==> config.mk <==
export PLATFORM = sky130hd
export DESIGN_NAME = dpe_core
export DESIGN_NICKNAME = d
export VERILOG_FILES = /design/src/hdl/dpe_pkg.sv /design/src/hdl/dpe_mul.sv /design/src/hdl/dpe_core.sv
export SDC_FILE = /design/constraint.sdc
export NUM_CORES = 2
export LEC_CHECK = 0
export ABC_CLOCK_PERIOD_IN_PS = 17400
export BUFFER_PORTS_ARGS = -buffer_cell sky130_fd_sc_hd__buf_2
export CAP_MARGIN = 30
export CELL_PAD_IN_SITES_DETAIL_PLACEMENT = 2
export CELL_PAD_IN_SITES_GLOBAL_PLACEMENT = 2
export CORE_MARGIN = 4
export CORE_UTILIZATION = 42
export DETAILED_ROUTE_END_ITERATION = 7
export GPL_TIMING_DRIVEN = 0
export PLACE_DENSITY = 0.83
export SYNTH_ARGS = -nofsm -noshare
export SYNTH_HDL_FRONTEND = slang
export SYNTH_SLANG_ARGS = --single-unit
==> constraint.sdc <==
create_clock -name clk -period 17.4 [get_ports clk]
set_input_delay 2.61 -clock clk [delete_from_list [all_inputs] [get_ports clk]]
set_output_delay 2.61 -clock clk [all_outputs]
set_load 0.005 [all_outputs]
==> src/hdl/dpe_pkg.sv <==
// shared types, op codes and sine coefficients for the dipole pair energy block
`timescale 1ns / 1ps
`default_nettype none
package dpe_pkg;

    localparam logic [1:0] OP_WR_ANGLE = 2'd0;
    localparam logic [1:0] OP_WR_TABLE = 2'd1;
    localparam logic [1:0] OP_QUERY    = 2'd2;

    localparam int MUL_W  = 34;
    localparam int PROD_W = 2 * MUL_W;
    localparam int E_W    = 48;

    localparam logic signed [PROD_W-1:0] Q30_ONE = PROD_W'(64'sd1073741824);
    localparam logic signed [PROD_W-1:0] E_MAX   = PROD_W'(64'sh7FFF_FFFF_FFFF);
    localparam logic signed [PROD_W-1:0] E_MIN   = -PROD_W'(64'sh8000_0000_0000);

    typedef struct packed {
        logic [1:0]         op;
        logic [3:0]         site_row;
        logic [3:0]         site_col;
        logic [3:0]         other_row;
        logic [3:0]         other_col;
        logic [15:0]        angle_value;
        logic signed [31:0] cube_factor;
        logic signed [31:0] fifth_factor;
    } req_item_t;

    typedef struct packed {
        logic signed [E_W-1:0] energy_total;
        logic signed [E_W-1:0] energy_u;
        logic signed [E_W-1:0] energy_v;
    } rsp_item_t;

    typedef struct packed {
        logic       start;
        logic [3:0] site_row;
        logic [3:0] site_col;
        logic [3:0] other_row;
        logic [3:0] other_col;
    } core_cmd_t;

    typedef struct packed {
        logic      busy;
        logic      done;
        rsp_item_t result;
    } core_stat_t;

    // odd polynomial for sin(pi/2 * x), Q1.30
    function automatic logic signed [MUL_W-1:0] sin_coef(input logic [2:0] k);
        logic signed [MUL_W-1:0] c;
        case (k)
            3'd0:    c = MUL_W'(64'sd1686629713);
            3'd1:    c = MUL_W'(64'sd693598668);
            3'd2:    c = MUL_W'(64'sd85569306);
            3'd3:    c = MUL_W'(64'sd5026995);
            3'd4:    c = MUL_W'(64'sd172272);
            3'd5:    c = MUL_W'(64'sd3864);
            default: c = '0;
        endcase
        return c;
    endfunction

    // round half up, then floor shift
    function automatic logic signed [PROD_W-1:0] rnd_shr(
        input logic signed [PROD_W-1:0] v,
        input int                       s
    );
        logic signed [PROD_W-1:0] half;
        half = PROD_W'(1) <<< (s - 1);
        return (v + half) >>> s;
    endfunction

    function automatic logic signed [E_W-1:0] sat48(input logic signed [PROD_W-1:0] v);
        logic signed [PROD_W-1:0] r;
        if (v > E_MAX)
        begin
            r = E_MAX;
        end
        else if (v < E_MIN)
        begin
            r = E_MIN;
        end
        else
        begin
            r = v;
        end
        return r[E_W-1:0];
    endfunction

endpackage
`default_nettype wire

==> src/hdl/dpe_mul.sv <==
// shared signed multiplier with registered product
`timescale 1ns / 1ps
`default_nettype none
module dpe_mul
    import dpe_pkg::*;
(
    input  wire logic                     clk,
    input  wire logic signed [MUL_W-1:0]  a,
    input  wire logic signed [MUL_W-1:0]  b,
    output logic signed [PROD_W-1:0]      prod_reg
);

    logic signed [PROD_W-1:0] prod_next;

    assign prod_next = PROD_W'(a) * PROD_W'(b);

    always_ff @(posedge clk)
    begin
        prod_reg <= prod_next;
    end

endmodule
`default_nettype wire

==> src/hdl/dpe_core.sv <==
// query sequencer: operand fetch, four quarter-sine evaluations, energy terms
`timescale 1ns / 1ps
`default_nettype none
module dpe_core
    import dpe_pkg::*;
#(
    parameter int SIDE = 16,
    parameter int AB   = 16,
    parameter int AW   = 8
) (
    input  wire logic                clk,
    input  wire logic                rst_n,
    input  wire core_cmd_t           cmd,
    output core_stat_t               stat,
    output logic [AW-1:0]            ang_raddr,
    output logic [AW-1:0]            tab_raddr,
    input  wire logic [AB-1:0]       ang_rdata,
    input  wire logic signed [31:0]  cube_rdata,
    input  wire logic signed [31:0]  fifth_rdata
);

    localparam logic [2:0] PH_IDLE = 3'd0;
    localparam logic [2:0] PH_RD0  = 3'd1;
    localparam logic [2:0] PH_RD1  = 3'd2;
    localparam logic [2:0] PH_RD2  = 3'd3;
    localparam logic [2:0] PH_EVAL = 3'd4;
    localparam logic [2:0] PH_POST = 3'd5;

    localparam logic [2:0] SB_SQ    = 3'd0;
    localparam logic [2:0] SB_FIRST = 3'd1;
    localparam logic [2:0] SB_LAST  = 3'd6;
    localparam logic [2:0] SB_CAP   = 3'd7;

    localparam logic [3:0] P_NM0  = 4'd0;
    localparam logic [3:0] P_NM1  = 4'd1;
    localparam logic [3:0] P_DOT  = 4'd2;
    localparam logic [3:0] P_DN1  = 4'd3;
    localparam logic [3:0] P_PRN  = 4'd4;
    localparam logic [3:0] P_DM1  = 4'd5;
    localparam logic [3:0] P_PRM  = 4'd6;
    localparam logic [3:0] P_U    = 4'd7;
    localparam logic [3:0] P_PP   = 4'd8;
    localparam logic [3:0] P_VMUL = 4'd9;
    localparam logic [3:0] P_V    = 4'd10;
    localparam logic [3:0] P_DONE = 4'd11;

    logic [2:0] ph_reg, ph_next;
    logic [2:0] sub_reg, sub_next;
    logic [1:0] ev_reg, ev_next;
    logic [3:0] pst_reg, pst_next;

    logic [AW-1:0] n_addr_reg, m_addr_reg, ti_reg;
    logic signed [4:0] d0_reg, d1_reg;
    logic [AB-1:0] an_reg, am_reg;
    logic signed [31:0] cube_reg, fifth_reg;
    logic [30:0] res_reg [4];
    logic signed [MUL_W-1:0] x2_reg, dot_reg, prn_reg, prm_reg, pp_reg;
    logic signed [PROD_W-1:0] acc_reg;
    logic signed [E_W-1:0] u_reg, v_reg;

    logic signed [MUL_W-1:0] mul_a, mul_b;
    logic signed [PROD_W-1:0] prod;
    logic signed [PROD_W-1:0] prod_q30, sum_pp;
    logic signed [4:0] d0_new, d1_new;
    logic [3:0] a0_new, a1_new;
    logic [29:0] xn, xm, xbase;
    logic [30:0] x_cur;
    logic signed [MUL_W-1:0] x_op, horner;
    logic signed [MUL_W-1:0] pn0, pn1, pm0, pm1;

    dpe_mul u_mul (
        .clk      (clk),
        .a        (mul_a),
        .b        (mul_b),
        .prod_reg (prod)
    );

    assign d0_new = 5'({1'b0, cmd.other_row} - {1'b0, cmd.site_row});
    assign d1_new = 5'({1'b0, cmd.other_col} - {1'b0, cmd.site_col});
    assign a0_new = (d0_new < 0) ? 4'(-d0_new) : 4'(d0_new);
    assign a1_new = (d1_new < 0) ? 4'(-d1_new) : 4'(d1_new);

    // remainder of the turn scaled to Q1.30
    assign xn    = {an_reg[AB-3:0], (32 - AB)'(0)};
    assign xm    = {am_reg[AB-3:0], (32 - AB)'(0)};
    assign xbase = ev_reg[1] ? xm : xn;
    assign x_cur = ev_reg[0] ? (31'h4000_0000 - 31'(xbase)) : 31'(xbase);
    assign x_op  = MUL_W'(x_cur);

    assign prod_q30 = prod >>> 30;
    assign horner   = sin_coef(3'(SB_LAST) - sub_reg) - MUL_W'(prod_q30);
    assign sum_pp   = acc_reg + prod;

    // quadrant folding: (C,S), (-S,C), (-C,-S), (S,-C)
    function automatic logic signed [2*MUL_W-1:0] fold(
        input logic [1:0]  q,
        input logic [30:0] s,
        input logic [30:0] c
    );
        logic signed [MUL_W-1:0] sv, cv, r0, r1;
        sv = MUL_W'(s);
        cv = MUL_W'(c);
        case (q)
            2'd0:    begin r0 = cv;  r1 = sv;  end
            2'd1:    begin r0 = -sv; r1 = cv;  end
            2'd2:    begin r0 = -cv; r1 = -sv; end
            default: begin r0 = sv;  r1 = -cv; end
        endcase
        return {r0, r1};
    endfunction

    assign {pn0, pn1} = fold(an_reg[AB-1:AB-2], res_reg[0], res_reg[1]);
    assign {pm0, pm1} = fold(am_reg[AB-1:AB-2], res_reg[2], res_reg[3]);

    assign ang_raddr = (ph_reg == PH_RD0) ? n_addr_reg : m_addr_reg;
    assign tab_raddr = ti_reg;

    always_comb
    begin
        mul_a = '0;
        mul_b = '0;
        unique case (ph_reg)
            PH_EVAL:
            begin
                case (sub_reg)
                    SB_SQ:
                    begin
                        mul_a = x_op;
                        mul_b = x_op;
                    end
                    SB_FIRST:
                    begin
                        mul_a = sin_coef(3'd5);
                        mul_b = MUL_W'(prod_q30);
                    end
                    SB_LAST:
                    begin
                        mul_a = horner;
                        mul_b = x_op;
                    end
                    SB_CAP:
                    begin
                        mul_a = '0;
                        mul_b = '0;
                    end
                    default:
                    begin
                        mul_a = horner;
                        mul_b = x2_reg;
                    end
                endcase
            end
            PH_POST:
            begin
                case (pst_reg)
                    P_NM0:  begin mul_a = pn0; mul_b = pm0; end
                    P_NM1:  begin mul_a = pn1; mul_b = pm1; end
                    P_DOT:  begin mul_a = MUL_W'(d0_reg); mul_b = pn0; end
                    P_DN1:  begin mul_a = MUL_W'(d1_reg); mul_b = pn1; end
                    P_PRN:  begin mul_a = MUL_W'(d0_reg); mul_b = pm0; end
                    P_DM1:  begin mul_a = MUL_W'(d1_reg); mul_b = pm1; end
                    P_PRM:  begin mul_a = MUL_W'(cube_reg); mul_b = dot_reg; end
                    P_U:    begin mul_a = prn_reg; mul_b = prm_reg; end
                    P_VMUL: begin mul_a = MUL_W'(fifth_reg); mul_b = pp_reg; end
                    default:
                    begin
                        mul_a = '0;
                        mul_b = '0;
                    end
                endcase
            end
            default:
            begin
                mul_a = '0;
                mul_b = '0;
            end
        endcase
    end

    always_comb
    begin
        ph_next  = ph_reg;
        sub_next = sub_reg;
        ev_next  = ev_reg;
        pst_next = pst_reg;
        unique case (ph_reg)
            PH_IDLE:
            begin
                if (cmd.start)
                begin
                    ph_next = PH_RD0;
                end
            end
            PH_RD0: ph_next = PH_RD1;
            PH_RD1: ph_next = PH_RD2;
            PH_RD2:
            begin
                ph_next  = PH_EVAL;
                sub_next = SB_SQ;
                ev_next  = 2'd0;
            end
            PH_EVAL:
            begin
                sub_next = sub_reg + 3'd1;
                if (sub_reg == SB_CAP)
                begin
                    ev_next = ev_reg + 2'd1;
                    if (ev_reg == 2'd3)
                    begin
                        ph_next  = PH_POST;
                        pst_next = P_NM0;
                    end
                end
            end
            PH_POST:
            begin
                pst_next = pst_reg + 4'd1;
                if (pst_reg == P_DONE)
                begin
                    ph_next = PH_IDLE;
                end
            end
            default: ph_next = PH_IDLE;
        endcase
    end

    always_ff @(posedge clk or negedge rst_n)
    begin
        if (!rst_n)
        begin
            ph_reg  <= PH_IDLE;
            sub_reg <= '0;
            ev_reg  <= '0;
            pst_reg <= '0;
        end
        else
        begin
            ph_reg  <= ph_next;
            sub_reg <= sub_next;
            ev_reg  <= ev_next;
            pst_reg <= pst_next;
        end
    end

    always_ff @(posedge clk)
    begin
        if (ph_reg == PH_IDLE && cmd.start)
        begin
            n_addr_reg <= AW'(int'(cmd.site_row) * SIDE + int'(cmd.site_col));
            m_addr_reg <= AW'(int'(cmd.other_row) * SIDE + int'(cmd.other_col));
            ti_reg     <= AW'(int'(a0_new) * SIDE + int'(a1_new));
            d0_reg     <= d0_new;
            d1_reg     <= d1_new;
        end
        if (ph_reg == PH_RD1)
        begin
            an_reg    <= ang_rdata;
            cube_reg  <= cube_rdata;
            fifth_reg <= fifth_rdata;
        end
        if (ph_reg == PH_RD2)
        begin
            am_reg <= ang_rdata;
        end
        if (ph_reg == PH_EVAL && sub_reg == SB_FIRST)
        begin
            x2_reg <= MUL_W'(prod_q30);
        end
        if (ph_reg == PH_EVAL && sub_reg == SB_CAP)
        begin
            // clamp to [0, 1.0]
            if (prod_q30 > Q30_ONE)
            begin
                res_reg[ev_reg] <= 31'h4000_0000;
            end
            else if (prod_q30 < 0)
            begin
                res_reg[ev_reg] <= '0;
            end
            else
            begin
                res_reg[ev_reg] <= 31'(prod_q30);
            end
        end
        if (ph_reg == PH_POST)
        begin
            case (pst_reg) inside
                P_NM1, P_DN1, P_DM1: acc_reg <= prod;
                P_DOT:  dot_reg <= MUL_W'(rnd_shr(sum_pp, 30));
                P_PRN:  prn_reg <= MUL_W'(rnd_shr(sum_pp, 6));
                P_PRM:  prm_reg <= MUL_W'(rnd_shr(sum_pp, 6));
                P_U:    u_reg   <= sat48(rnd_shr(prod, 30));
                P_PP:   pp_reg  <= MUL_W'(rnd_shr(prod, 28));
                P_V:    v_reg   <= sat48(rnd_shr(prod, 20));
                default: ;
            endcase
        end
    end

    assign stat.busy = (ph_reg != PH_IDLE);
    assign stat.done = (ph_reg == PH_POST) && (pst_reg == P_DONE);
    assign stat.result.energy_total = sat48(PROD_W'(u_reg) + PROD_W'(v_reg));
    assign stat.result.energy_u     = u_reg;
    assign stat.result.energy_v     = v_reg;

endmodule
`default_nettype wire

==> After elaboration in Yosys (flattened, before gate mapping) <==
Memories as Yosys holds them, arrays and structs flattened.
Cells that the tools add are included.
{ "totals": {"output_inout_bits": 162, "word_cells": 172, "ram_bits": 124, "regBits": 540, "mem_count": 1} }
{ "op_classes": {"n_eq_ne": 33, "n_bitwise": 8, "mul": 1, "magnitude_cmp": 10, "reduce_logical": 29, "addsub": 24, "mux": 44} }
{ "mem_list": {"columns": ["memory", "depth", "width", "read_ports", "rd_clocked_by_memory_dff", "wr", "line", "source"], "rows": [
  ["res_reg", 4, 31, 4, 0, 1, "dpe_core.sv:56", "logic [30:0] res_reg [4];"]
]} }
{ "ops": {"columns": ["cell", "count"], "rows": [
  ["$pmux 34 s3", 6],
  ["$pmux 34 s7", 2],
  ["$mux 48", 4],
  ["$pmux 31 s6", 1],
  ["$neg 31->34", 4],
  ["$pmux 34 s2", 2],
  ["$mux 31", 3],
  ["$add 68x21->68 const B", 1],
  ["$add 68x31->68 const B", 1],
  ["$mul 34x34->68", 1],
  ["$add 64x31->64 const B", 1],
  ["$add 64x64->64", 1],
  ["$add 62x29->62 const B", 1],
  ["$add 48x48->49", 1],
  ["$gt 49x48->1 const B", 1],
  ["$lt 49x48->1 const B", 1],
  ["$gt 38x48->1 const B", 1],
  ["$gt 48x48->1 const B", 1],
  ["$lt 38x48->1 const B", 1],
  ["$lt 48x48->1 const B", 1],
  ["$add 40x7->40 const B", 1],
  ["$gt 38x32->1 const B", 1],
  ["$lt 38x1->1 const B", 1],
  ["$sub 32x34->34", 1],
  ["other kinds (47)", 110]
]} }

==> Logic depth before layout (Yosys ltp) <==
{ "depth": {"word_depth": 7, "ltp_mapped": 51, "mapped_depth_nobuf": 48} }

==> Hierarchy <==
From an unflattened synthesis, not the netlist that was laid out.
{ "hier_totals": {"cells_unflattened": 8779, "hier_area_um2": 83694.0} }
{ "modules_own_cells": {"columns": ["mod", "instances", "cells_each", "area_each_um2", "seq_area_each_um2"], "rows": [
  ["dpe_mul", 1, 4636, 43351.6, 1361.3],
  ["dpe_core", 1, 4143, 40342.4, 17506.8]
]} }

==> Least setup slack after synthesis <==
Ideal clock, no wire load.
{ "synth_timing": {"path_type": "flip-flop to flip-flop", "startpoint": "register sub_reg[0]", "endpoint": "register u_mul.prod_reg[67]", "setup_slack_ns": 5.334, "required_time_ns": 17.328, "path_stages_with_launch": 47, "arrival_ns": 11.994, "synth_period_minus_slack_ns": 12.066, "cell_sequence": "dfrtp_1 > ha_1 > ha_1 > buf_2 > nand2b_1 > nand2_1 > or3_1 > ha_1 > o21a_1 > o41ai_1 > a21boi_0 > nand2_1 > o2111a_1 > a211o_1 > o31ai_1 > a21oi_1 > a21oi_1 > xnor2_1 > [... 11 more ...] > fa_1 > inv_1 > fa_1 > inv_1 > ha_1 > clkbuf_1 > a21o_1 > a21o_1 > a21o_1 > a21o_1 > a21o_1 > a221o_1 > nor4bb_1 > o31ai_1 > a221o_1 > a31o_2 > a211oi_1 > xnor2_1"} }
{ "synth_between": {"elab_chain_len": 7, "elab_cells_between_ends": 19} }
{ "synth_rtl": {"columns": ["item", "line", "source"], "rows": [
  ["start: declaration", "dpe_core.sv:48", "logic [2:0] sub_reg, sub_next;"],
  ["start signal: assignment", "dpe_core.sv:239", "sub_reg <= sub_next;"],
  ["$sub 3x3->3", "dpe_core.sv:91", "assign horner = sin_coef(3'(SB_LAST) - sub_reg) - MUL_W'(prod_q30);"],
  ["$eq 3x3->1 (tied with other cells)", "dpe_pkg.sv:52", "case (k)"],
  ["$pmux 31 s6", "dpe_pkg.sv:52", null],
  ["$sub 32x34->34", "dpe_core.sv:91", null],
  ["$pmux 34 s3", "dpe_core.sv:125", "case (sub_reg)"],
  ["$pmux 34 s2", "dpe_core.sv:122", "unique case (ph_reg)"],
  ["$mul 34x34->68 (*)", "dpe_mul.sv:15", "assign prod_next = PROD_W'(a) * PROD_W'(b);"],
  ["via u_mul.prod_next[67]", "dpe_mul.sv:13", "logic signed [PROD_W-1:0] prod_next;"],
  ["end signal: assignment", "dpe_mul.sv:19", "prod_reg <= prod_next;"],
  ["end: declaration", "dpe_mul.sv:10", "output logic signed [PROD_W-1:0] prod_reg"]
]} }
Mark *: on every way through the listed nets, which the timed path passes. The rest lies on a longest branch.
A chain may end at the register's enable or synchronous reset.

==> Worst setup path after layout <==
{ "layout_timing": {"startpoint": "register sub_reg[0]", "endpoint": "register u_mul.prod_reg[63]"} }
Same word-level chain as after synthesis.

==> impl_metrics.tcl <==
set metrics [dict create \
    numCtsBuffers 74 \
    post_synth.cell_area_avg_um2 9.29 \
    clkTransAtPathRegs_ns 0.08 \
    fp.coreArea_mm2 0.195 \
    cts_root_buf "clkbuf_16" \
    cp.arrival_ns 17.12 \
    power_mw 3.44 \
    dp_hpwl_um 390000 \
    n_fill_cell 21000 \
    min-delay-start "u_mul.prod_reg[12]" \
    hold_buffers 0 \
    crit_slowest_cell "fa_1" \
    synth_cells 8889 \
    finalSetupTns_ns 0 \
    r2r_start "sub_reg[0]" \
    die_w_um 451 \
    dieArea_mm2 0.204 \
    syn_nets 10600 \
    grt_pass1_wl_um 654000 \
    critPathMaxFanout 10 \
    gp_congestion 1.09 \
    largest_reg_flops 124 \
    setup_ws_ns 0.951 \
    grt_start_max_net_pins 39 \
    holdWs_ns 0.432 \
    multi_input_comb_area_mm2 0.0568 \
    core.rowCount 162 \
    post_cts_resized 0 \
    critPathLaunch "sub_reg[0]" \
    syn_to_final_growth_pct 12.6 \
    required_ns 18.07 \
    syn_area_mm2 0.0825 \
    synth_edf_count 573 \
    cts.sinks 653 \
    track_usage_pct 45.6 \
    drtPass1Iterations 8 \
    cts_buffer_depth 3 \
    synth-seq-cells 653 \
    cp-end-kind "flop" \
    drv_slew 3 \
    vias_per_cell 6.41 \
    hold_class "flop to flop" \
    r2r_slack_ns 0.95 \
    grt_pass1_vias 84900 \
    fmax_ghz 0.0608 \
    vdd.ir_drop.worst_mv 0.0608 \
    critPathKind "flop to flop" \
    seq_area_mm2 0.0189 \
    wl_um 474000 \
    status "finished, violations left" \
    ios 261 \
    fin_skew_ns 0.0592 \
    dp.cells 11900 \
    stdcell_count 12200 \
    cts_tree "yes" \
    relSlewSlack_pct -26.8 \
    violations "max-slew violations" \
    critPathMaxStageDelay_ns 0.91 \
    start_kind "flop" \
    htreeDepth 3 \
    initial_utilization_pct 42.3 \
    antenna_left 0 \
    seq_area_frac_synth_pct 22.9 \
    insertion_delay_ns 0.74 \
    worst_pin_slew_ns 1.90 \
    post_drt_wl_per_cell_um 38.9 \
    antenna_found_initial 41 \
    synth-async-reset-ratio_pct 1.84 \
    rsz0062_at_grt "no" \
    nets 11100 \
    synth_cell_types 105 \
    min_period_ns 16.45 \
    synth_flop_cell "edfxtp_1" \
    p_leak_nw 39.8 \
    drt-initial-drc-count 9513 \
    cap_violations 0 \
    die_y_um 451 \
    finalHoldViolCount 0 \
    power.density_mw_per_mm2 37.0 \
    layout-drive-gt1-share_pct 8.20 \
    overflow 0 \
    num_vias 78000 \
    drc_errors 0 \
    crit_top_cell "fa_1" \
    dp_slack_ns 1.21 \
    setup_viol_count_final 0 \
    cts_setup_buffers 0 \
    yosysWarnings 0 \
    finalCritPeriodShare_pct 94.5 \
    portBuffers 260 \
]
[cells in the mapped netlist, types with 15 or more instances]
cell type | count | area (um2)
dfxtp_1 | 68 | 1360
edfxtp_1 | 573 | 17200
or2_1 | 17 | 106
clkbuf_1 | 374 | 1400
o21a_1 | 39 | 293
o21ai_0 | 207 | 1040
o2111ai_1 | 15 | 131
nand3_1 | 171 | 856
buf_2 | 29 | 145
and3_1 | 48 | 300
a22o_1 | 26 | 228
xnor2_1 | 390 | 3420
nor2b_1 | 41 | 257
or3_1 | 47 | 294
or2_2 | 18 | 113
o22ai_1 | 38 | 238
inv_1 | 1427 | 5360
a31oi_1 | 47 | 294
xor2_1 | 196 | 1720
a22oi_1 | 68 | 510
fa_1 | 1228 | 24600
o211ai_1 | 31 | 233
o31ai_1 | 32 | 240
mux2i_1 | 34 | 340
buf_1 | 48 | 180
nor3_1 | 155 | 776
nand4_1 | 77 | 482
a221oi_1 | 24 | 210
a21oi_1 | 378 | 1890
nand2_1 | 854 | 3210
o21bai_1 | 35 | 263
nand2b_1 | 120 | 751
and2_1 | 65 | 407
a211oi_1 | 33 | 248
a21o_1 | 107 | 803
a222oi_1 | 58 | 581
o21ai_1 | 37 | 185
nor4_1 | 76 | 475
or4_1 | 23 | 173
nor2_1 | 973 | 3650
ha_1 | 377 | 4720
[final timing paths]
check / endpoint / cells after the start
setup reg to reg: u_mul.prod_reg[63] / 46
hold / removal: acc_reg[12] / 0
min in group asynchronous: pst_reg[1] / 1
max in group asynchronous: ev_reg[1] / 1
setup / recovery: u_mul.prod_reg[63] / 46
hold reg to reg: acc_reg[12] / 0
[cell usage in the layout (no fill, tap or decap), types with 77 or more instances in the layout]
cell / synthesis / routed
a21o_1: 107 / 107
a21oi_1: 378 / 369
buf_2: 29 / 301
buf_8: 0 / 106
clkbuf_1: 374 / 379
clkbuf_16: 0 / 77
edfxtp_1: 573 / 573
fa_1: 1228 / 1228
ha_1: 377 / 376
inv_1: 1427 / 1426
nand2_1: 854 / 854
nand2b_1: 120 / 120
nand3_1: 171 / 171
nand4_1: 77 / 77
nor2_1: 973 / 969
nor3_1: 155 / 155
o21ai_0: 207 / 207
xnor2_1: 390 / 390
xor2_1: 196 / 196
[cell families (layout without fill, tap and decap cells)]
kind of cell / Yosys count / in the layout / share of synthesized area (%)
other: 0 / 50 / 0
adder cells (fa/ha/maj): 1611 / 1611 / 35.6
multiplexers: 56 / 56 / 0.849
AND/OR/NAND/NOR: 2749 / 2749 / 15.0
buffers and inverters: 1905 / 2515 / 8.76
flip-flops: 653 / 653 / 22.9
XOR/XNOR: 586 / 586 / 6.22
AO/OA/AOI/OAI: 1329 / 1329 / 10.7
[area by class of cell]
| class | count | share of cell area (%) |
|---|---|---|
| multi-input cells | 6331 | 61.1 |
| diodes | 50 | 0.135 |
| repair buffers | 475 | 4.51 |
| well taps | 2624 | 3.53 |
| plain buffers | 463 | 1.96 |
| clock inverters | 45 | 0.475 |
| flip-flops and latches | 653 | 20.3 |
| inverters | 1442 | 5.82 |
| clock buffers | 90 | 2.17 |
[where the power goes]
part	total, mW	internal, mW	switching [mW]
Combinational	0.0580	0.0228	0.0352
Sequential	1.70	1.69	0.00212
Clock	1.69	0.901	0.786
[stage by stage]
| step | cell area, um2 | util, % |
|---|---|---|
| global route | 92900 | 47.6 |
| detailed placement | 89800 | 46.0 |
| CTS | 92300 | 47.3 |
| finish | 92900 | 47.6 |
| floorplan | 82500 | - |
| global placement | 87100 | 44.6 |
[metal layers]
metal	routed length [um]	GRT usage, %	vias to the layer above
met4	56700	41.8	4
met1	159000	51.0	40400
met2	211000	71.6	5409
met3	47500	11.6	2064
met5	27	0	-
li1	-	-	30100
[critical path, delay by kind of cell, from the launching register on]
| family | cells | cell delay (ns) |
|---|---|---|
| compound gates | 14 | 4.25 |
| xor+xnor | 4 | 0.80 |
| buf+inv | 10 | 3.47 |
| simple gates | 7 | 1.58 |
| flops | 1 | 0.50 |
| fa+ha+maj | 11 | 5.71 |
No activity file was read; power rests on OpenSTA's default activity.
